## src/aes_pkg.sv

```systemverilog
// shared types, s-box tables and round functions of the aes-256 unit
package aes_pkg;

  localparam int unsigned BLK_W   = 128;
  localparam int unsigned HALF_W  = 64;
  localparam int unsigned WORD_W  = 32;
  localparam int unsigned ROUNDS  = 14;
  localparam int unsigned ROWS    = ROUNDS + 1;
  localparam int unsigned ROW_W   = $clog2(ROWS);
  localparam int unsigned WORDS   = 4 * ROWS;
  localparam int unsigned WIDX_W  = $clog2(WORDS);
  localparam int unsigned KEY_REGS = 4;
  localparam int unsigned CIDX_W  = 3;

  localparam logic [CIDX_W-1:0] REG_KEY_HIGH     = 3'd0;
  localparam logic [CIDX_W-1:0] REG_KEY_MID_HIGH = 3'd1;
  localparam logic [CIDX_W-1:0] REG_KEY_MID_LOW  = 3'd2;
  localparam logic [CIDX_W-1:0] REG_KEY_LOW      = 3'd3;

  localparam logic [ROW_W-1:0] ROW_FIRST = '0;
  localparam logic [ROW_W-1:0] ROW_LAST  = ROW_W'(ROUNDS);

  typedef logic [BLK_W-1:0]  block_t;
  typedef logic [WORD_W-1:0] word_t;
  typedef logic [ROW_W-1:0]  row_t;

  typedef enum logic [1:0] {
    ST_IDLE,
    ST_RUN,
    ST_DONE
  } state_t;

  // controller to datapath
  typedef struct packed {
    logic load;
    logic first;
    logic last;
    logic dec;
    logic step;
    logic out_load;
  } cmd_t;

  // datapath to controller
  typedef struct packed {
    logic out_busy;
  } stat_t;

  localparam logic [2047:0] SBOX_TBL = {
    128'h637c777bf26b6fc53001672bfed7ab76, 128'hca82c97dfa5947f0add4a2af9ca472c0,
    128'hb7fd9326363ff7cc34a5e5f171d83115, 128'h04c723c31896059a071280e2eb27b275,
    128'h09832c1a1b6e5aa0523bd6b329e32f84, 128'h53d100ed20fcb15b6acbbe394a4c58cf,
    128'hd0efaafb434d338545f9027f503c9fa8, 128'h51a3408f929d38f5bcb6da2110fff3d2,
    128'hcd0c13ec5f974417c4a77e3d645d1973, 128'h60814fdc222a908846eeb814de5e0bdb,
    128'he0323a0a4906245cc2d3ac629195e479, 128'he7c8376d8dd54ea96c56f4ea657aae08,
    128'hba78252e1ca6b4c6e8dd741f4bbd8b8a, 128'h703eb5664803f60e613557b986c11d9e,
    128'he1f8981169d98e949b1e87e9ce5528df, 128'h8ca1890dbfe6426841992d0fb054bb16
  };

  localparam logic [2047:0] INV_SBOX_TBL = {
    128'h52096ad53036a538bf40a39e81f3d7fb, 128'h7ce339829b2fff87348e4344c4dee9cb,
    128'h547b9432a6c2233dee4c950b42fac34e, 128'h082ea16628d924b2765ba2496d8bd125,
    128'h72f8f66486689816d4a45ccc5d65b692, 128'h6c704850fdedb9da5e154657a78d9d84,
    128'h90d8ab008cbcd30af7e45805b8b34506, 128'hd02c1e8fca3f0f02c1afbd0301138a6b,
    128'h3a9111414f67dcea97f2cfcef0b4e673, 128'h96ac7422e7ad3585e2f937e81c75df6e,
    128'h47f11a711d29c5896fb7620eaa18be1b, 128'hfc563e4bc6d279209adbc0fe78cd5af4,
    128'h1fdda8338807c731b11210592780ec5f, 128'h60517fa919b54a0d2de57a9f93c99cef,
    128'ha0e03b4dae2af5b0c8ebbb3c83539961, 128'h172b047eba77d626e169146355210c7d
  };

  function automatic logic [7:0] sbox(input logic [7:0] x);
    sbox = SBOX_TBL[{~x, 3'b000} +: 8];
  endfunction

  function automatic logic [7:0] inv_sbox(input logic [7:0] x);
    inv_sbox = INV_SBOX_TBL[{~x, 3'b000} +: 8];
  endfunction

  function automatic logic [7:0] xtime(input logic [7:0] a);
    xtime = {a[6:0], 1'b0} ^ (a[7] ? 8'h1b : 8'h00);
  endfunction

  // multiply by a 4-bit constant in gf(2^8)
  function automatic logic [7:0] gmul(input logic [7:0] a, input logic [3:0] c);
    logic [7:0] p;
    logic [7:0] m;
    p = '0;
    m = a;
    for (int i = 0; i < 4; i++) begin
      if (c[i]) p ^= m;
      m = xtime(m);
    end
    gmul = p;
  endfunction

  function automatic logic [7:0] get_byte(input block_t s, input int unsigned i);
    get_byte = s[BLK_W-1-8*i -: 8];
  endfunction

  function automatic block_t sub_bytes(input block_t s, input logic inv);
    block_t t;
    for (int i = 0; i < 16; i++) begin
      t[8*i +: 8] = inv ? inv_sbox(s[8*i +: 8]) : sbox(s[8*i +: 8]);
    end
    sub_bytes = t;
  endfunction

  function automatic block_t shift_rows(input block_t s, input logic inv);
    block_t t;
    for (int r = 0; r < 4; r++) begin
      for (int c = 0; c < 4; c++) begin
        t[BLK_W-1-8*(r+4*c) -: 8] = inv ? get_byte(s, r + 4*((c + 4 - r) % 4))
                                        : get_byte(s, r + 4*((c + r) % 4));
      end
    end
    shift_rows = t;
  endfunction

  function automatic block_t mix_columns(input block_t s, input logic inv);
    block_t t;
    logic [3:0] m [4];
    logic [7:0] acc;
    if (inv) begin
      m[0] = 4'd14; m[1] = 4'd11; m[2] = 4'd13; m[3] = 4'd9;
    end else begin
      m[0] = 4'd2;  m[1] = 4'd3;  m[2] = 4'd1;  m[3] = 4'd1;
    end
    for (int c = 0; c < 4; c++) begin
      for (int r = 0; r < 4; r++) begin
        acc = '0;
        for (int k = 0; k < 4; k++) begin
          acc ^= gmul(get_byte(s, 4*c + k), m[(k + 4 - r) % 4]);
        end
        t[BLK_W-1-8*(4*c+r) -: 8] = acc;
      end
    end
    mix_columns = t;
  endfunction

  function automatic word_t sub_word(input word_t w);
    word_t t;
    for (int k = 0; k < 4; k++) t[8*k +: 8] = sbox(w[8*k +: 8]);
    sub_word = t;
  endfunction

endpackage

```

## src/aes_ksched.sv

```systemverilog
// key registers, key expansion sequencer and round-key memory
module aes_ksched (
  input  logic                          clk,
  input  logic                          rst_n,
  input  logic                          cfg_we,
  input  logic [aes_pkg::CIDX_W-1:0]    cfg_index,
  input  logic [aes_pkg::HALF_W-1:0]    cfg_wdata,
  input  aes_pkg::row_t                 rd_addr,
  output aes_pkg::block_t               rd_data,
  output logic                          busy
);
  import aes_pkg::*;

  logic [HALF_W-1:0] key_r [KEY_REGS];
  word_t             win_r [8];
  logic [WIDX_W-1:0] cnt_r, cnt_nxt;
  logic              busy_r, busy_nxt;
  logic [7:0]        rc_r, rc_nxt;
  block_t            mem [ROWS];
  block_t            rd_data_r;
  word_t             new_word;
  word_t             t;
  logic [HALF_W-1:0] kreg;
  logic              restart;

  assign restart = cfg_we && (cfg_index == REG_KEY_HIGH || cfg_index == REG_KEY_MID_HIGH ||
                              cfg_index == REG_KEY_MID_LOW || cfg_index == REG_KEY_LOW);

  // w[i-1] sits in win_r[7], w[i-8] in win_r[0]
  always_comb begin
    kreg = key_r[cnt_r[2:1]];
    t = win_r[7];
    if (cnt_r[2:0] == 3'd0) begin
      t = sub_word({win_r[7][23:0], win_r[7][31:24]}) ^ {rc_r, 24'h0};
    end else if (cnt_r[2:0] == 3'd4) begin
      t = sub_word(win_r[7]);
    end
    if (cnt_r < WIDX_W'(8)) begin
      new_word = cnt_r[0] ? kreg[WORD_W-1:0] : kreg[HALF_W-1:WORD_W];
    end else begin
      new_word = win_r[0] ^ t;
    end
  end

  always_comb begin
    cnt_nxt  = cnt_r;
    busy_nxt = busy_r;
    rc_nxt   = rc_r;
    if (restart) begin
      cnt_nxt  = '0;
      busy_nxt = 1'b1;
      rc_nxt   = 8'h01;
    end else if (busy_r) begin
      if (cnt_r >= WIDX_W'(8) && cnt_r[2:0] == 3'd0) rc_nxt = xtime(rc_r);
      if (cnt_r == WIDX_W'(WORDS - 1)) begin
        busy_nxt = 1'b0;
      end else begin
        cnt_nxt = cnt_r + 1'b1;
      end
    end
  end

  always_ff @(posedge clk) begin
    if (!rst_n) begin
      cnt_r  <= '0;
      busy_r <= 1'b1;
      rc_r   <= 8'h01;
      for (int i = 0; i < KEY_REGS; i++) key_r[i] <= '0;
    end else begin
      cnt_r  <= cnt_nxt;
      busy_r <= busy_nxt;
      rc_r   <= rc_nxt;
      if (restart) key_r[cfg_index[1:0]] <= cfg_wdata;
    end
  end

  always_ff @(posedge clk) begin
    if (busy_r && !restart) begin
      for (int i = 0; i < 7; i++) win_r[i] <= win_r[i+1];
      win_r[7] <= new_word;
      // a row is complete every fourth word
      if (cnt_r[1:0] == 2'd3) begin
        mem[cnt_r[WIDX_W-1:2]] <= {win_r[5], win_r[6], win_r[7], new_word};
      end
    end
  end

  always_ff @(posedge clk) begin
    rd_data_r <= mem[rd_addr];
  end

  assign rd_data = rd_data_r;
  assign busy    = busy_r;

endmodule

```

## config.mk

```make
export PLATFORM = sky130hd
export DESIGN_NAME = aes_ksched
export DESIGN_NICKNAME = d
export VERILOG_FILES = /design/src/aes_pkg.sv /design/src/aes_ksched.sv
export SDC_FILE = /design/constraint.sdc
export NUM_CORES = 2
export LEC_CHECK = 0
export ABC_AREA = 1
export BUFFER_PORTS_ARGS = -buffer_cell sky130_fd_sc_hd__buf_2
export CORE_MARGIN = 2
export CORE_UTILIZATION = 40
export DETAILED_ROUTE_END_ITERATION = 16
export SYNTH_ARGS = -nofsm -noshare
export SYNTH_HDL_FRONTEND = slang
export SYNTH_SLANG_ARGS = --single-unit
export TNS_END_PERCENT = 50
```

## constraint.sdc

```tcl
create_clock -name clk -period 8.4 [get_ports clk]
set_input_delay 0.84 -clock clk [delete_from_list [all_inputs] [get_ports clk]]
set_output_delay 0.84 -clock clk [all_outputs]
set_load 0.02 [all_outputs]
```

Word-level counts from Yosys, hierarchy flattened. Memories as Yosys holds them, arrays and structs flattened. A register that Yosys moved wholly into a read port is not among the register bits. Index checks and enable logic that the tools add are counted.

Register bits after elaboration: 15. Bits in writable memories: 2432. Bits of input ports: 74. Output and inout port bits: 129. Word-level logic and storage cells: 62. Memories kept: 3.

Memory list: mem (words 15, bits a word 128, read ports 1, clocked after memory_dff 1, write ports 1, line aes_ksched.sv:19) `block_t mem [ROWS];`; key_r (words 4, bits a word 64, read ports 1, clocked after memory_dff 1, write ports 4, line aes_ksched.sv:14) `logic [HALF_W-1:0] key_r [KEY_REGS];`; win_r (words 8, bits a word 32, read ports 8, clocked after memory_dff 0, write ports 8, line aes_ksched.sv:15) `word_t win_r [8];`.

$add $sub $neg: 1. $lt $le $gt $ge: 2. Equal/unequal tests: 6. Shift-type cells: 4. Muxes and demuxes: 21. Bitwise logic cells: 9. Reductions and logical operators: 13.

Operators with widths (number): 2048-bit by 12-bit variable part select with 8-bit output (first input constant) (4); 32-bit 2-to-1 mux (4); 64-bit 2-to-1 mux (1); 64-bit OR reduction (1); 32-bit XOR (2); 8-bit NOT (4); 1-bit 2-to-1 mux (12); 8-bit by 5-bit XOR with 8-bit output (1); 6-bit by 1-bit adder with 6-bit output (second input constant) (1); 3-bit by 2-bit equality test with 1-bit output (second input constant) (2); 6-bit equality test (second input constant) (1); 6-bit by 4-bit >= comparator with 1-bit output (second input constant) (1); 3-bit zero test (2); 6-bit by 4-bit < comparator with 1-bit output (second input constant) (1); 2-bit 2-to-1 mux (3); 5-bit 2-to-1 mux (1); 2-bit AND reduction (2); 3-bit by 1-bit equality test with 1-bit output (second input constant) (1); 3-bit equality test (second input constant) (1); 1-bit logical AND (3); 1-bit logical OR (3); 2-bit equality test (second input constant) (1); 1-bit NOT (2); 2-bit OR reduction (1); 1-bit zero test (1).

Logic depth before layout (Yosys ltp).
Depth after elaboration: 10. Depth in mapped cells: 19. Mapped depth without buffers: 18.

Worst setup path before layout. Ideal clock, no wire load.

Kind: input port to flip-flop. Start point: in cfg_index[2] (netlist bit). End point: mem mem[10][0] (netlist bit) (enable). Library setup time: 0.617 ns. Data arrival time: 6.674 ns. Data required time: 7.783 ns. Slack: 1.109 ns. Stages on the path: 6. Buffers on the path: 0. Path through: inv_1 -> nand2_1 -> nand2_1 -> nor2_1 -> nand3_1 -> nor2_1.

Word-level cells in the longest chain between the ends: 9. Elaborated cells between the ends (all ways): 12. Those cells by class: eq/ne (3); mux (2); reduce/logical (7).

RTL lines: from (decl) (line aes_ksched.sv:6) `input logic [aes_pkg::CIDX_W-1:0] cfg_index,`; 3-bit by 1-bit equality test with 1-bit output or 3-bit zero test (tied branches) (line aes_ksched.sv:26) `assign restart = cfg_we && (cfg_index == REG_KEY_HIGH || cfg_index == REG_KEY_MID_HIGH ||`; 1-bit logical OR (2 in series) (line aes_ksched.sv:26); 1-bit logical OR (*) (line aes_ksched.sv:27) `cfg_index == REG_KEY_MID_LOW || cfg_index == REG_KEY_LOW);`; 1-bit logical AND (*) (line aes_ksched.sv:26); 1-bit zero test (*) (line aes_ksched.sv:78) `if (busy_r && !restart) begin`; 1-bit logical AND (*) (line aes_ksched.sv:78); 1-bit 2-to-1 mux (*) (line aes_ksched.sv:78); 1-bit 2-to-1 mux (not written as such) (*) (line aes_ksched.sv:83) `mem[cnt_r[WIDX_W-1:2]] <= {win_r[5], win_r[6], win_r[7], new_word};`; to (decl) (line aes_ksched.sv:19).

Every way passes the cells marked *; elsewhere a longest branch is shown, timed or not.

==> summary.txt <==
Final setup viols: 0
Via density: 5.919
Sw Pwr: 8598 uW
Die X: 525.7 um
Vias after detailed routing: 78491
Total internal power: 22780 uW
Setup TNS Final: 0 ns
R2R depth: 16
Post-route cell area: 122400 um^2
Unrepaired setup endpoints after global routing: no
Busiest grt layer: met2
1st-iter DRT viols: 9756
RD Place Congestion: 1.001
Max_cap viols: 0
Number of synthesized register bits: 2577
Worst rel slew slack: 0.1504
Clk buf depth: 4
Crit share post-route: 0.5453
First-pass DRT Iterations: 6
R2R Path End: win_r[1][120]$_DFFE_PN_
CTS tree: done
Hold-fix buffers at CTS: 0
Final net count: 9599
Most frequent cells in the layout: edfxtp_1 (2432), nand2_1 (1475), nor2_1 (1226)
Syn nets: 9637
Met1 Track Usage GR: 0.3600
CORE AREA: 270800 um^2
Mapped Area: 108900 um^2
Slew at the pin closest to its max-slew limit: 1.274 ns
Worst r2r src: win_r[1][113]$_DFFE_PN_
Seq/Total Area, Yosys: 0.6974
Switching Share: 0.2740
Wire per inst: 27.16 um
Vias in the first global route: 74570
Met2 Use GR: 0.3868
Critical Path End Type: register
Synth Instances: 9501
CP Class: reg -> reg
Num CTS Buffers: 276
Syn-to-layout area delta: 12.37%
Crit path to: win_r[1][120]$_DFFE_PN_
Height of the chip: 525.7 um
Ports: 203
FF-to-FF setup slack: 3.82 ns
First-pass GRT wire length: 520.3 mm
# port buffers: 202
Placed Area: 113100 um^2
Fin. max-slew vios: 0
Die area: 276400 um^2
Remaining Overflow, GRT: 0
Peak VDD IR: 0.1688 mV
Final ANT Viol Nets: 0
Worst-path clk slew: 0.06 ns
Post_cts resized: 0
Total number of H-tree levels: 5
Most common library cell in the layout ignoring fill and taps: edfxtp_1
Clock Power Share: 0.394
Dpl hpwl: 199.1 mm
Final hold slack: 0.3213 ns
FMAX: 218.3 MHz
Highest fanout seen on the critical path: 17
Yosys cell types: 46
Largest net degree at the start of global routing: 206
# DRC: 0
Worst Setup SP: win_r[1][113]$_DFFE_PN_
Crit path required time: 8.79 ns
Worst Path Arrival: 4.97 ns
Fill cells: 24662
Rows: 191
Clk Latency, worst-skew pair: 0.93 ns
Hold Path Class: in -> reg
Min cycle time layout: 4.581 ns
Pwr Density: 256.4 nW/um^2
Met3 track demand over resource: 0.04115
Post-CTS setup repair buffer count: 0
Avg Cell Area, Syn: 11.46 um^2
Comb power frac: 0.127
Initial core utilization: 0.4021
WL final: 360.1 mm
Final Hold Viols: 0
Clock skew: 0.1027 ns
Sink Count: 2577
Total Power: 31380 uW
Share of total power in sequential cells: 0.479
Outcome: finished, final reports clean
Startpoint class of the critical path: register
Pleak: 0.04248 uW
GRT Util Overall: 0.2522
Yosys warning total: 0
Antenna violations before repair: 17
Share of cells above drive strength 1: 0.08713
Root buffer cell: clkbuf_16
[final cells by class]
cell class / instances / area, um^2 / share of cell area
flip-flops and latches: 2577 / 75940 / 0.6207
multi-input cells: 5999 / 29270 / 0.2392
clock buffers: 353 / 7471 / 0.06106
well taps: 3570 / 4467 / 0.03651
repair buffers: 351 / 2444 / 0.01997
clock inverters: 149 / 1745 / 0.01427
inverters: 258 / 1007 / 0.008232
diodes: 4 / 10.01 / 0.00008181
[routing by layer]
metal | vias up | share of wire
met2 | 3890 | 0.45
met5 | - | 0.00016
met4 | 8 | 0.038
li1 | 34487 | -
met3 | 654 | 0.087
met1 | 39452 | 0.42
[kinds of logic after synthesis]
family                     after synthesis  share of synthesized area
adders and majority gates               62                   0.007124
xor gates and xnor gates                 2                  0.0001609
AOI/OAI and AO/OA                     2062                     0.1105
buffers and inverters                  925                    0.03513
muxes                                   41                   0.003769
and+or+nand+nor                       3832                     0.1459
DFF                                   2577                     0.6974
[flip-flops by register name (all words and copies together) (netlist names), named ones only]
signal,flops
cnt_r,6
rc_r,8
win_r,256
key_r,256
busy,1
mem,1920
rd_data,128
[power by group through the flow]
stage / combinational (uW) / clock (uW) / sequential [uW]
finish: 3980 / 12400 / 15000
global route: 4240 / 13000 / 15100
CTS: 3890 / 12500 / 15000
detailed placement: 3870 / 0 / 15300
global placement: 3910 / 0 / 15300
floorplan: 2280 / 0 / 15200
[critical path, stage by stage, from the launching register on]
cell and delay [ns]:
edfxtp_1 0.85, buf_4 0.39, inv_2 0.19, ha_1 0.54, inv_1 0.13, nand2_1 0.32, nand3_1 0.21, nand3_1 0.13
nand3_1 0.08, nand3_1 0.10, nand3_1 0.16, nand2_1 0.14, nand2_1 0.07, nand3_1 0.12, nand3_1 0.09, nand3_1 0.10
nand2_1 0.47
[stage by stage]
step | util | setup slack, ns | cells
floorplan | - | 1.109 | 9501
global placement | 0.4178 | 3.908 | 12755
detailed placement | 0.4178 | 3.948 | 12755
CTS | 0.4519 | 3.981 | 13257
global route | 0.4519 | 3.609 | 13259
finish | 0.4519 | 3.819 | 13261
[cell usage after synthesis (all sizes together)]
cell type     n  area, um^2
edfxtp     2432       73030
a32oi        19       166.4
inv         252       948.4
o221ai      129        1130
a2bb2oi      22       192.7
mux2i        41       410.4
clkinv        6       22.52
o21ai       923        4623
and3          1       6.260
o21a         10       75.07
o22ai       211        1320
nand3      1024        5125
a21oi       493        2479
a221o        42       420.4
o32ai        23       201.4
a2111oi       1       8.760
a211oi       12       90.09
o211ai      110       825.8
nor3          1       5.000
buf         265        1344
clkbuf      402        1510
a31oi        34       212.7
nand3b        3       22.52
nand2      1494        5640
a221oi       32       280.3
nor4          1       6.260
ha           62       775.7
xor2          2       17.52
o21bai        1       7.510
or2           7       43.80
nand4        46       287.8
nor2       1255        4753
dfxtp       145        2903
[worst min-delay path by stage]
stage,startpoint,end,cells after the start
finish,cfg_wdata[21],key_r[2][21]$_SDFFCE_PN0P_,3
global route,cfg_wdata[24],key_r[2][24]$_SDFFCE_PN0P_,3
CTS,cfg_wdata[21],key_r[2][21]$_SDFFCE_PN0P_,3
detailed placement,win_r[0][95]$_DFFE_PN_,win_r[0][63]$_DFFE_PN_,0
global placement,win_r[0][66]$_DFFE_PN_,win_r[0][34]$_DFFE_PN_,0
floorplan,win_r[0][32]$_DFFE_PN_,win_r[0][0]$_DFFE_PN_,0
Note: power is estimated with default switching activity, not from simulation.
