[src/aes_pkg.sv]
// shared types, s-box tables and round functions of the aes-256 unit
package aes_pkg;

  localparam int unsigned BLK_W   = 128;
  localparam int unsigned HALF_W  = 64;
  localparam int unsigned WORD_W  = 32;
  localparam int unsigned ROUNDS  = 14;
  localparam int unsigned ROWS    = ROUNDS + 1;
  localparam int unsigned ROW_W   = $clog2(ROWS);
  localparam int unsigned WORDS   = 4 * ROWS;
  localparam int unsigned WIDX_W  = $clog2(WORDS);
  localparam int unsigned KEY_REGS = 4;
  localparam int unsigned CIDX_W  = 3;

  localparam logic [CIDX_W-1:0] REG_KEY_HIGH     = 3'd0;
  localparam logic [CIDX_W-1:0] REG_KEY_MID_HIGH = 3'd1;
  localparam logic [CIDX_W-1:0] REG_KEY_MID_LOW  = 3'd2;
  localparam logic [CIDX_W-1:0] REG_KEY_LOW      = 3'd3;

  localparam logic [ROW_W-1:0] ROW_FIRST = '0;
  localparam logic [ROW_W-1:0] ROW_LAST  = ROW_W'(ROUNDS);

  typedef logic [BLK_W-1:0]  block_t;
  typedef logic [WORD_W-1:0] word_t;
  typedef logic [ROW_W-1:0]  row_t;

  typedef enum logic [1:0] {
    ST_IDLE,
    ST_RUN,
    ST_DONE
  } state_t;

  // controller to datapath
  typedef struct packed {
    logic load;
    logic first;
    logic last;
    logic dec;
    logic step;
    logic out_load;
  } cmd_t;

  // datapath to controller
  typedef struct packed {
    logic out_busy;
  } stat_t;

  localparam logic [2047:0] SBOX_TBL = {
    128'h637c777bf26b6fc53001672bfed7ab76, 128'hca82c97dfa5947f0add4a2af9ca472c0,
    128'hb7fd9326363ff7cc34a5e5f171d83115, 128'h04c723c31896059a071280e2eb27b275,
    128'h09832c1a1b6e5aa0523bd6b329e32f84, 128'h53d100ed20fcb15b6acbbe394a4c58cf,
    128'hd0efaafb434d338545f9027f503c9fa8, 128'h51a3408f929d38f5bcb6da2110fff3d2,
    128'hcd0c13ec5f974417c4a77e3d645d1973, 128'h60814fdc222a908846eeb814de5e0bdb,
    128'he0323a0a4906245cc2d3ac629195e479, 128'he7c8376d8dd54ea96c56f4ea657aae08,
    128'hba78252e1ca6b4c6e8dd741f4bbd8b8a, 128'h703eb5664803f60e613557b986c11d9e,
    128'he1f8981169d98e949b1e87e9ce5528df, 128'h8ca1890dbfe6426841992d0fb054bb16
  };

  localparam logic [2047:0] INV_SBOX_TBL = {
    128'h52096ad53036a538bf40a39e81f3d7fb, 128'h7ce339829b2fff87348e4344c4dee9cb,
    128'h547b9432a6c2233dee4c950b42fac34e, 128'h082ea16628d924b2765ba2496d8bd125,
    128'h72f8f66486689816d4a45ccc5d65b692, 128'h6c704850fdedb9da5e154657a78d9d84,
    128'h90d8ab008cbcd30af7e45805b8b34506, 128'hd02c1e8fca3f0f02c1afbd0301138a6b,
    128'h3a9111414f67dcea97f2cfcef0b4e673, 128'h96ac7422e7ad3585e2f937e81c75df6e,
    128'h47f11a711d29c5896fb7620eaa18be1b, 128'hfc563e4bc6d279209adbc0fe78cd5af4,
    128'h1fdda8338807c731b11210592780ec5f, 128'h60517fa919b54a0d2de57a9f93c99cef,
    128'ha0e03b4dae2af5b0c8ebbb3c83539961, 128'h172b047eba77d626e169146355210c7d
  };

  function automatic logic [7:0] sbox(input logic [7:0] x);
    sbox = SBOX_TBL[{~x, 3'b000} +: 8];
  endfunction

  function automatic logic [7:0] inv_sbox(input logic [7:0] x);
    inv_sbox = INV_SBOX_TBL[{~x, 3'b000} +: 8];
  endfunction

  function automatic logic [7:0] xtime(input logic [7:0] a);
    xtime = {a[6:0], 1'b0} ^ (a[7] ? 8'h1b : 8'h00);
  endfunction

  // multiply by a 4-bit constant in gf(2^8)
  function automatic logic [7:0] gmul(input logic [7:0] a, input logic [3:0] c);
    logic [7:0] p;
    logic [7:0] m;
    p = '0;
    m = a;
    for (int i = 0; i < 4; i++) begin
      if (c[i]) p ^= m;
      m = xtime(m);
    end
    gmul = p;
  endfunction

  function automatic logic [7:0] get_byte(input block_t s, input int unsigned i);
    get_byte = s[BLK_W-1-8*i -: 8];
  endfunction

  function automatic block_t sub_bytes(input block_t s, input logic inv);
    block_t t;
    for (int i = 0; i < 16; i++) begin
      t[8*i +: 8] = inv ? inv_sbox(s[8*i +: 8]) : sbox(s[8*i +: 8]);
    end
    sub_bytes = t;
  endfunction

  function automatic block_t shift_rows(input block_t s, input logic inv);
    block_t t;
    for (int r = 0; r < 4; r++) begin
      for (int c = 0; c < 4; c++) begin
        t[BLK_W-1-8*(r+4*c) -: 8] = inv ? get_byte(s, r + 4*((c + 4 - r) % 4))
                                        : get_byte(s, r + 4*((c + r) % 4));
      end
    end
    shift_rows = t;
  endfunction

  function automatic block_t mix_columns(input block_t s, input logic inv);
    block_t t;
    logic [3:0] m [4];
    logic [7:0] acc;
    if (inv) begin
      m[0] = 4'd14; m[1] = 4'd11; m[2] = 4'd13; m[3] = 4'd9;
    end else begin
      m[0] = 4'd2;  m[1] = 4'd3;  m[2] = 4'd1;  m[3] = 4'd1;
    end
    for (int c = 0; c < 4; c++) begin
      for (int r = 0; r < 4; r++) begin
        acc = '0;
        for (int k = 0; k < 4; k++) begin
          acc ^= gmul(get_byte(s, 4*c + k), m[(k + 4 - r) % 4]);
        end
        t[BLK_W-1-8*(4*c+r) -: 8] = acc;
      end
    end
    mix_columns = t;
  endfunction

  function automatic word_t sub_word(input word_t w);
    word_t t;
    for (int k = 0; k < 4; k++) t[8*k +: 8] = sbox(w[8*k +: 8]);
    sub_word = t;
  endfunction

endpackage

[src/aes_ctrl.sv]
// round sequencer state machine
module aes_ctrl (
  input  logic            clk,
  input  logic            rst_n,
  input  logic            in_valid,
  input  logic            in_operation,
  output logic            in_ready,
  input  logic            key_busy,
  input  aes_pkg::stat_t  stat,
  output aes_pkg::cmd_t   cmd,
  output aes_pkg::row_t   rd_addr
);
  import aes_pkg::*;

  state_t     state_r, state_nxt;
  row_t       rnd_r, rnd_nxt;
  logic       dec_r, dec_nxt;

  always_ff @(posedge clk) begin
    if (!rst_n) begin
      state_r <= ST_IDLE;
      rnd_r   <= '0;
      dec_r   <= 1'b0;
    end else begin
      state_r <= state_nxt;
      rnd_r   <= rnd_nxt;
      dec_r   <= dec_nxt;
    end
  end

  always_comb begin
    state_nxt = state_r;
    rnd_nxt   = rnd_r;
    dec_nxt   = dec_r;
    in_ready  = 1'b0;
    cmd       = '0;
    rd_addr   = ROW_FIRST;
    cmd.dec   = dec_r;
    unique case (state_r)
      ST_IDLE: begin
        in_ready = !key_busy;
        rd_addr  = in_operation ? ROW_LAST : ROW_FIRST;
        if (in_valid && !key_busy) begin
          cmd.load  = 1'b1;
          dec_nxt   = in_operation;
          rnd_nxt   = '0;
          state_nxt = ST_RUN;
        end
      end
      ST_RUN: begin
        cmd.step  = 1'b1;
        cmd.first = (rnd_r == ROW_FIRST);
        cmd.last  = (rnd_r == ROW_LAST);
        // fetch the key row of the next round
        if (rnd_r != ROW_LAST) begin
          rd_addr = dec_r ? (ROW_LAST - rnd_r - 1'b1) : (rnd_r + 1'b1);
        end
        if (rnd_r == ROW_LAST) begin
          state_nxt = ST_DONE;
        end else begin
          rnd_nxt = rnd_r + 1'b1;
        end
      end
      ST_DONE: begin
        if (!stat.out_busy) begin
          cmd.out_load = 1'b1;
          state_nxt    = ST_IDLE;
        end
      end
      default: state_nxt = ST_IDLE;
    endcase
  end

endmodule

[config.mk]
export PLATFORM = sky130hd
export DESIGN_NAME = aes_ctrl
export DESIGN_NICKNAME = d
export VERILOG_FILES = /design/src/aes_pkg.sv /design/src/aes_ctrl.sv
export SDC_FILE = /design/constraint.sdc
export NUM_CORES = 1
export LEC_CHECK = 0
export ABC_CLOCK_PERIOD_IN_PS = 2400
export BUFFER_PORTS_ARGS = -buffer_cell sky130_fd_sc_hd__buf_2
export CAP_MARGIN = 10
export CORE_AREA = 4 4 41 43
export DETAILED_ROUTE_END_ITERATION = 8
export DIE_AREA = 0 0 45 47
export PLACE_DENSITY_LB_ADDON = 0.1
export SLEW_MARGIN = 20
export SYNTH_ARGS = -nofsm -noshare
export SYNTH_HDL_FRONTEND = slang
export SYNTH_SLANG_ARGS = --single-unit
[constraint.sdc]
create_clock -name clk -period 2.4 [get_ports clk]
set_clock_uncertainty 0.05 [all_clocks]
set_input_delay 0.24 -clock clk [delete_from_list [all_inputs] [get_ports clk]]
set_output_delay 0.24 -clock clk [all_outputs]
set_load 0.02 [all_outputs]
# --- Word-level counts from Yosys, hierarchy flattened ---
# Cells that the tools add are included.
totals:
  reg_bits: 7
  in_bits: 6
  output_inout_bits: 11
  wordCells: 40
classes:
  add_sub_neg: 3
  eq_ne: 8
  n_mux: 18
  n_reduce_logical: 8
ops:
  columns: ["op", "n"]
  rows:
  - ["2-to-1 mux 4 bit", 5]
  - ["one-hot mux 4 bit (2 select lines)", 2]
  - ["2-to-1 mux 2 bit", 4]
  - ["inequality test 2 bit (second input constant)", 4]
  - ["2-to-1 mux 1 bit", 6]
  - ["one-hot mux 2 bit (3 select lines)", 1]
  - ["AND reduction 3 bit", 2]
  - ["adder 4 x 1 -> 4 bit (second input constant)", 1]
  - ["== test 4 bit (second input constant)", 1]
  - ["logical NOT 4 bit", 1]
  - ["inequality test 4 bit (second input constant)", 1]
  - ["subtractor 4 x 1 -> 4 bit (second input constant)", 1]
  - ["subtractor 4 bit (first input constant)", 1]
  - ["== test 2 x 1 -> 1 bit (second input constant)", 1]
  - ["== test 2 bit (second input constant)", 1]
  - ["logical NOT 2 bit", 1]
  - ["AND reduction 2 bit", 1]
  - ["nonzero test 2 bit", 1]
  - ["logical AND 1 bit", 1]
  - ["logical NOT 1 bit", 1]

# --- Depth between registers and ports, before layout ---
# Gate-level depths: netlist of run 1.
depth:
  ltp_word: 5
  ltp_mapped: 5
  depth_no_buf: 5

# --- Worst setup path after synthesis of run 1 ---
# OpenSTA, ideal clock, no wires.
synth_timing:
  path_kind: "reg2out"
  startpoint: "register rnd_r[2]"
  endpoint: "output rd_addr[3]"
  arrival_ns: 1.683
  setup_slack_ns: 0.427
  path_stages_with_launch: 5
  path_cell_list: "dfxtp_1 > ha_1 > nand2_1 > o21a_1 > o311ai_0"
synth_via:
  elab_chain_cells: 5
synth_lines:
  columns: ["item", "line_no", "source"]
  rows:
  - ["start: declaration", "aes_ctrl.sv:16", "row_t rnd_r, rnd_nxt;"]
  - ["start signal: assignment", "aes_ctrl.sv:26", "rnd_r <= rnd_nxt;"]
  - ["subtractor 4 bit", "aes_ctrl.sv:56", "rd_addr = dec_r ? (ROW_LAST - rnd_r - 1'b1) : (rnd_r + 1'b1);"]
  - ["subtractor 4 x 1 -> 4 bit", "aes_ctrl.sv:56", null]
  - ["2-to-1 mux 4 bit", "aes_ctrl.sv:56", null]
  - ["2-to-1 mux 4 bit (*)", "aes_ctrl.sv:55", "if (rnd_r != ROW_LAST) begin"]
  - ["one-hot mux 4 bit (2 select lines) (*)", "aes_ctrl.sv:39", "unique case (state_r)"]
  - ["end: declaration", "aes_ctrl.sv:11", "output aes_pkg::row_t rd_addr"]
# Every way passes the cells marked *; elsewhere a longest branch is shown, timed or not.

# --- Final worst setup path of run 1 ---
# Same ends and word-level chain as after synthesis.

==> impl_metrics.json, run 1 <==
{
  "ioPinCount": 17,
  "combPwrFrac": 0.218,
  "yosysUniqueCellTypes": 31,
  "endpoint": "rd_addr[3]",
  "path_clk_slew_ns": 0.05,
  "power_density_nw_per_um2": 465,
  "hold_viol": 0,
  "yosys.cell_count.top_type": "dfxtp_1",
  "place.gp.congestion": 0.770,
  "io_buffer_count": 16,
  "core_um2": 1300,
  "cp-start-kind": "flop",
  "synthSimpleGateAreaFrac": 0.273,
  "first_pass_iters": 3,
  "synthFlopType": "dfxtp_1",
  "synth_top_family_by_area": "simple AND/OR/NAND/NOR gates",
  "seq_power_share": 0.426,
  "antenna-diode-count": 0,
  "path_max_fanout": 8,
  "critPathKind": "flop to output pin",
  "avgViaCountPerCell": 5.39,
  "worstReg2RegStart": "rnd_r[1]$_SDFFE_PN0P_",
  "cp_cell_sequence": "ha_1 -> nand2_1 -> o21a_1 -> o311ai_0 -> buf_2",
  "synthTopCellsByCount": "dfxtp_1, nand2_1, ha_1, inv_1",
  "internal-power_uw": 208,
  "netlist_top_cells_area": "dfxtp_1, ha_1, nor4b_4",
  "final_max_slew_viol_count": 0,
  "slowest_stage": "dfxtp_1",
  "placed_area_um2": 616,
  "cts_hold_buf": 0,
  "syn_area_um2": 532,
  "n_fill_cell": 147,
  "synth-xor-area-share": 0.0165,
  "grt_pass1_vias": 447,
  "min-delay-start": "in_operation",
  "design_area_um2": 642,
  "drc": 0,
  "area.growth.synth_to_final_pct": 20.7,
  "post_cts_resized": 0,
  "postCtsSetupRepairBufs": 0,
  "vdd_ir_drop_max_mv": 0.212,
  "relSlewSlack": 0.784,
  "clockBufferDepth": 2,
  "ys_ff_latch": 7,
  "grt_usage": 0.123,
  "die_w_um": 45,
  "routed_wl_um": 1170,
  "clkLatencyLatePin_ns": 0.25,
  "finalCritPeriodShare": 0.816,
  "rows": 13,
  "p_leak_nw": 0.299,
  "setup_tns_ns": 0,
  "synth_cells": 59,
  "grt_max_degree": 9,
  "setup_viol": 0,
  "dp_hpwl_um": 916,
  "ys_async_sr_fraction": 0,
  "nets": 89,
  "start_util": 0.409,
  "min_period_ns": 1.96,
  "max_cap_viol_count": 0,
  "netSwitchingPower_uw": 90.8,
  "required_ns": 2.11,
  "die_h_um": 47,
  "wl_per_cell_um": 12.7,
  "rsz0062_at_grt": "no",
  "reg2reg_slack_ns": 0.95,
  "tightest_slew_ns": 0.323,
  "cp-end-kind": "output pin",
  "cts_tree": "yes",
  "ant_nets": 0,
  "synth_top_cell_area_share": 0.264,
  "ctsRootBufferMaster": "clkbuf_4",
  "cpPeakStageDelay_ns": 0.46,
  "ys_seq_area_frac": 0.264,
  "fmax_ghz": 0.511,
  "cts_max_level": 1,
  "reg2reg_to": "rnd_r[3]$_SDFFE_PN0P_",
  "cts.sinks": 7,
  "clkPwrFrac": 0.357,
  "yosys.area.top_type": "dfxtp_1",
  "status": "complete, no violations",
  "postSynthAreaPerCell_um2": 9.01,
  "syn_nets": 70,
  "startpoint": "rnd_r[2]$_SDFFE_PN0P_",
  "vias": 496,
  "overflow": 0,
  "min_path_type": "primary input to flop",
  "swShare": 0.304,
  "drt_iter0_markers": 9,
  "antenna_found_initial": 0,
  "cts_buffers": 3,
  "r2r_cells": 4,
  "cp.arrival_ns": 1.67,
  "muxShareOfSynthArea": 0.0376,
  "synth_compound_area_frac": 0.224,
  "yosys_warnings": 0,
  "drive_above_1_share": 0.325,
  "synth_edf_count": 0,
  "grt_pass1_wl_um": 1840,
  "die-area_um2": 2120,
  "synthAdderAreaFrac": 0.118
}
==> power by group through the flow <==
| stage | sequential [mW] | clock, mW | combinational (mW) |
|---|---|---|---|
| floorplan | 0.128 | 0 | 0.0466 |
| global placement | 0.130 | 0 | 0.0663 |
| detailed placement | 0.130 | 0 | 0.0662 |
| CTS | 0.127 | 0.110 | 0.0663 |
| global route | 0.128 | 0.122 | 0.0720 |
| finish | 0.127 | 0.106 | 0.0650 |
==> per-stage QoR <==
stage | hold WS, ns | cells | utilization | power (mW) | setup WS (ns)
after CTS | 0.196 | 92 | 0.493 | 0.304 | 0.429
after detailed placement | 0.454 | 88 | 0.473 | 0.196 | 0.704
after global placement | 0.441 | 88 | 0.473 | 0.196 | 0.745
final | 0.197 | 92 | 0.493 | 0.299 | 0.442
after global routing | 0.206 | 92 | 0.493 | 0.322 | 0.292
after floorplan | 0.307 | 59 | - | 0.175 | 0.427
==> cell families after synthesis <==
kind of cell | Yosys count
and+or+nand+nor | 22
AOI/OAI and AO/OA | 15
buffers and inverters | 7
DFF | 7
adders and majority gates | 5
muxes | 2
xor gates and xnor gates | 1
==> layer usage <==
layer,track usage,wire length (µm),vias up
met5,0,0,-
met4,0.0526,6,0
met3,0.0383,74,2
met2,0.192,543,11
met1,0.156,543,225
li1,-,-,258
==> flip-flops by register name (all words and copies together), names as in the netlist <==
signal and flops:
state_r 2, dec_r 1, rnd_r 4
==> how the worst min path moves through the flow <==
stage / depth (start not counted) / slack, ns / end
6_report: 3 / 0.20 / dec_r$_SDFFE_PN0P_
5_1_grt: 2 / 0.21 / rnd_r[0]$_SDFFE_PN0P_
4_1_cts: 3 / 0.20 / dec_r$_SDFFE_PN0P_
3_5_place_dp: 3 / 0.45 / dec_r$_SDFFE_PN0P_
3_3_place_gp: 3 / 0.44 / dec_r$_SDFFE_PN0P_
2_1_floorplan: 1 / 0.31 / rnd_r[0]$_SDFFE_PN0P_
==> layout by cell type, fill, tap and decap left out <==
cell type  count
a211oi_1       1
a21o_1         1
a21oi_1        2
a311oi_2       1
a31oi_1        1
and2_1         1
and3_1         1
and3b_2        1
buf_2         16
clkbuf_1       1
clkbuf_4       3
dfxtp_1        7
ha_1           5
inv_1          4
inv_4          1
mux2i_1        2
nand2_1        6
nand2b_1       1
nand2b_4       1
nand3_1        3
nand3b_1       1
nor2_1         2
nor3_1         2
nor3b_1        1
nor4b_1        1
nor4b_4        1
o2111ai_1      1
o21a_1         2
o21ai_0        3
o2bb2ai_1      1
o311ai_0       1
o32ai_2        1
xor2_1         1
==> critical path, delay by kind of cell (launching register included) <==
kind	cells	cell delay, ns
flip-flops	1	0.46
AO/OA/AOI/OAI	2	0.44
buffers and inverters	1	0.22
adder cells (fa/ha/maj)	1	0.21
AND/OR/NAND/NOR	1	0.09
==> area by class of cell <==
cell class              instances  area [µm²]  share of cell area
well taps                      15        18.8              0.0292
flip-flops and latches          7         140               0.218
repair buffers                 16        80.1               0.125
clock buffers                   4        26.3              0.0409
inverters                       5        21.3              0.0331
multi-input cells              45         355               0.554
Power figures use the tool's default switching activity.
==> run 2: changes to the inputs <==
--- a/config.mk
+++ b/config.mk
@@ -5,7 +5,7 @@
 export SDC_FILE = /design/constraint.sdc
 export NUM_CORES = 1
 export LEC_CHECK = 0
-export ABC_CLOCK_PERIOD_IN_PS = 2400
+export ABC_CLOCK_PERIOD_IN_PS = 1990
 export BUFFER_PORTS_ARGS = -buffer_cell sky130_fd_sc_hd__buf_2
 export CAP_MARGIN = 10
 export CORE_AREA = 4 4 41 43
==> constraint.sdc (replaced) <==
create_clock -name clk -period 1.99 [get_ports clk]
set_clock_uncertainty 0.05 [all_clocks]
set_input_delay 0.199 -clock clk [delete_from_list [all_inputs] [get_ports clk]]
set_output_delay 0.199 -clock clk [all_outputs]
set_load 0.02 [all_outputs]
==> run 2 against run 1 <==
Net effect: total power increased by 21%; first-iteration DRC count up 11%; utilization rose by 0.29 points; sequential power is 21% higher; global-route usage up 0.069 points.
==> impl_metrics.json, run 2 (synthesized netlist as in run 1, its figures left out) <==
{
  "cts_hold_buf": 0,
  "finalCritPeriodShare": 0.908,
  "drive_above_1_share": 0.364,
  "cts.sinks": 7,
  "ioPinCount": 17,
  "min_path_type": "primary input to flop",
  "tightest_slew_ns": 0.331,
  "nets": 89,
  "status": "complete, no violations",
  "cts_buffers": 3,
  "setup_tns_ns": 0,
  "first_pass_iters": 4,
  "layout_common_cells": "buf_2, nand2_1, ha_1",
  "start_util": 0.409,
  "grt_pass1_vias": 458,
  "routed_wl_um": 1150,
  "avgViaCountPerCell": 5.39,
  "min_period_ns": 1.81,
  "vias": 496,
  "grt_usage": 0.124,
  "drt_iter0_markers": 10,
  "critPathKind": "flop to output pin",
  "area.growth.synth_to_final_pct": 21.4,
  "cp-end-kind": "output pin",
  "post_cts_resized": 0,
  "p_leak_nw": 0.300,
  "largest-register": "rnd_r",
  "die-area_um2": 2120,
  "path_clk_slew_ns": 0.06,
  "clockBufferDepth": 2,
  "power_density_nw_per_um2": 560,
  "relSlewSlack": 0.779,
  "reg_top3": "rnd_r x4, state_r x2, dec_r x1",
  "ctsRootBufferMaster": "clkbuf_4",
  "cp.arrival_ns": 1.56,
  "finalPower_uw": 361,
  "setup_viol": 0,
  "n_fill_cell": 143,
  "clkLatencyLatePin_ns": 0.25,
  "postCtsSetupRepairBufs": 0,
  "cts_tree": "yes",
  "antenna_found_initial": 0,
  "ant_nets": 0,
  "cts_max_level": 1,
  "io_buffer_count": 16,
  "required_ns": 1.74,
  "drc": 0,
  "vdd_ir_drop_max_mv": 0.307,
  "rsz0062_at_grt": "no",
  "grt_max_degree": 9,
  "place.gp.congestion": 0.770,
  "final_common_cell": "buf_2",
  "max_cap_viol_count": 0,
  "overflow": 0,
  "final_max_slew_viol_count": 0,
  "rows": 13,
  "dp_hpwl_um": 915,
  "grt_pass1_wl_um": 1890,
  "hold_viol": 0,
  "fmax_ghz": 0.553,
  "antenna-diode-count": 0,
  "die_h_um": 47,
  "path_max_fanout": 8,
  "die_w_um": 45,
  "wl_per_cell_um": 12.5,
  "cp-start-kind": "flop",
  "largest_reg_flops": 4,
  "core_um2": 1300
}
## run 2: area by class of cell
| type | count | area (µm²) | area share |
|---|---|---|---|
| inverters | 5 | 21.3 | 0.0329 |
| flip-flops and latches | 7 | 144 | 0.223 |
| repair buffers | 16 | 80.1 | 0.124 |
| multi-input cells | 45 | 355 | 0.550 |
| well taps | 15 | 18.8 | 0.0291 |
| clock buffers | 4 | 26.3 | 0.0407 |
## run 2: layer usage
metal / global-route usage / up-vias / wire, µm
met1: 0.156 / 229 / 541
met3: 0.0307 / 2 / 78
li1: - / 252 / -
met5: 0 / - / 0
met2: 0.201 / 13 / 524
met4: 0.0526 / 0 / 6
## run 2: power by group
part / switching (mW) / internal [mW]
logic: 0.0492 / 0.0296
clock network: 0.0526 / 0.0765
registers: 0.00868 / 0.145
total: 0.110 / 0.251
## run 2: critical path: stages, from the launching register on
cell	delay (ns)
dfxtp_2	0.39
ha_1	0.18
nand2_1	0.09
o21a_1	0.17
o311ai_0	0.26
buf_2	0.22
## run 2: final timing paths
kind,to,from,depth (start not counted),slack [ns]
worst max-delay path,rd_addr[3],rnd_r[2]$_SDFFE_PN0P_,5,0.18
worst min-delay path,dec_r$_SDFFE_PN0P_,in_operation,3,0.15
worst max register to register,rnd_r[3]$_SDFFE_PN0P_,rnd_r[0]$_SDFFE_PN0P_,5,0.61
worst min register to register,rnd_r[0]$_SDFFE_PN0P_,rnd_r[0]$_SDFFE_PN0P_,2,0.46
## run 2: stage by stage
| step | util | hold slack (ns) | instance area [µm²] | instances | setup WS, ns |
|---|---|---|---|---|---|
| 2_1_floorplan | - | 0.266 | 532 | 59 | 0.0578 |
| 5_1_grt | 0.496 | 0.192 | 646 | 92 | 0.0529 |
| 6_report | 0.496 | 0.151 | 646 | 92 | 0.183 |
| 3_5_place_dp | 0.473 | 0.412 | 616 | 88 | 0.335 |
| 3_3_place_gp | 0.473 | 0.400 | 616 | 88 | 0.376 |
| 4_1_cts | 0.493 | 0.155 | 642 | 92 | 0.0612 |
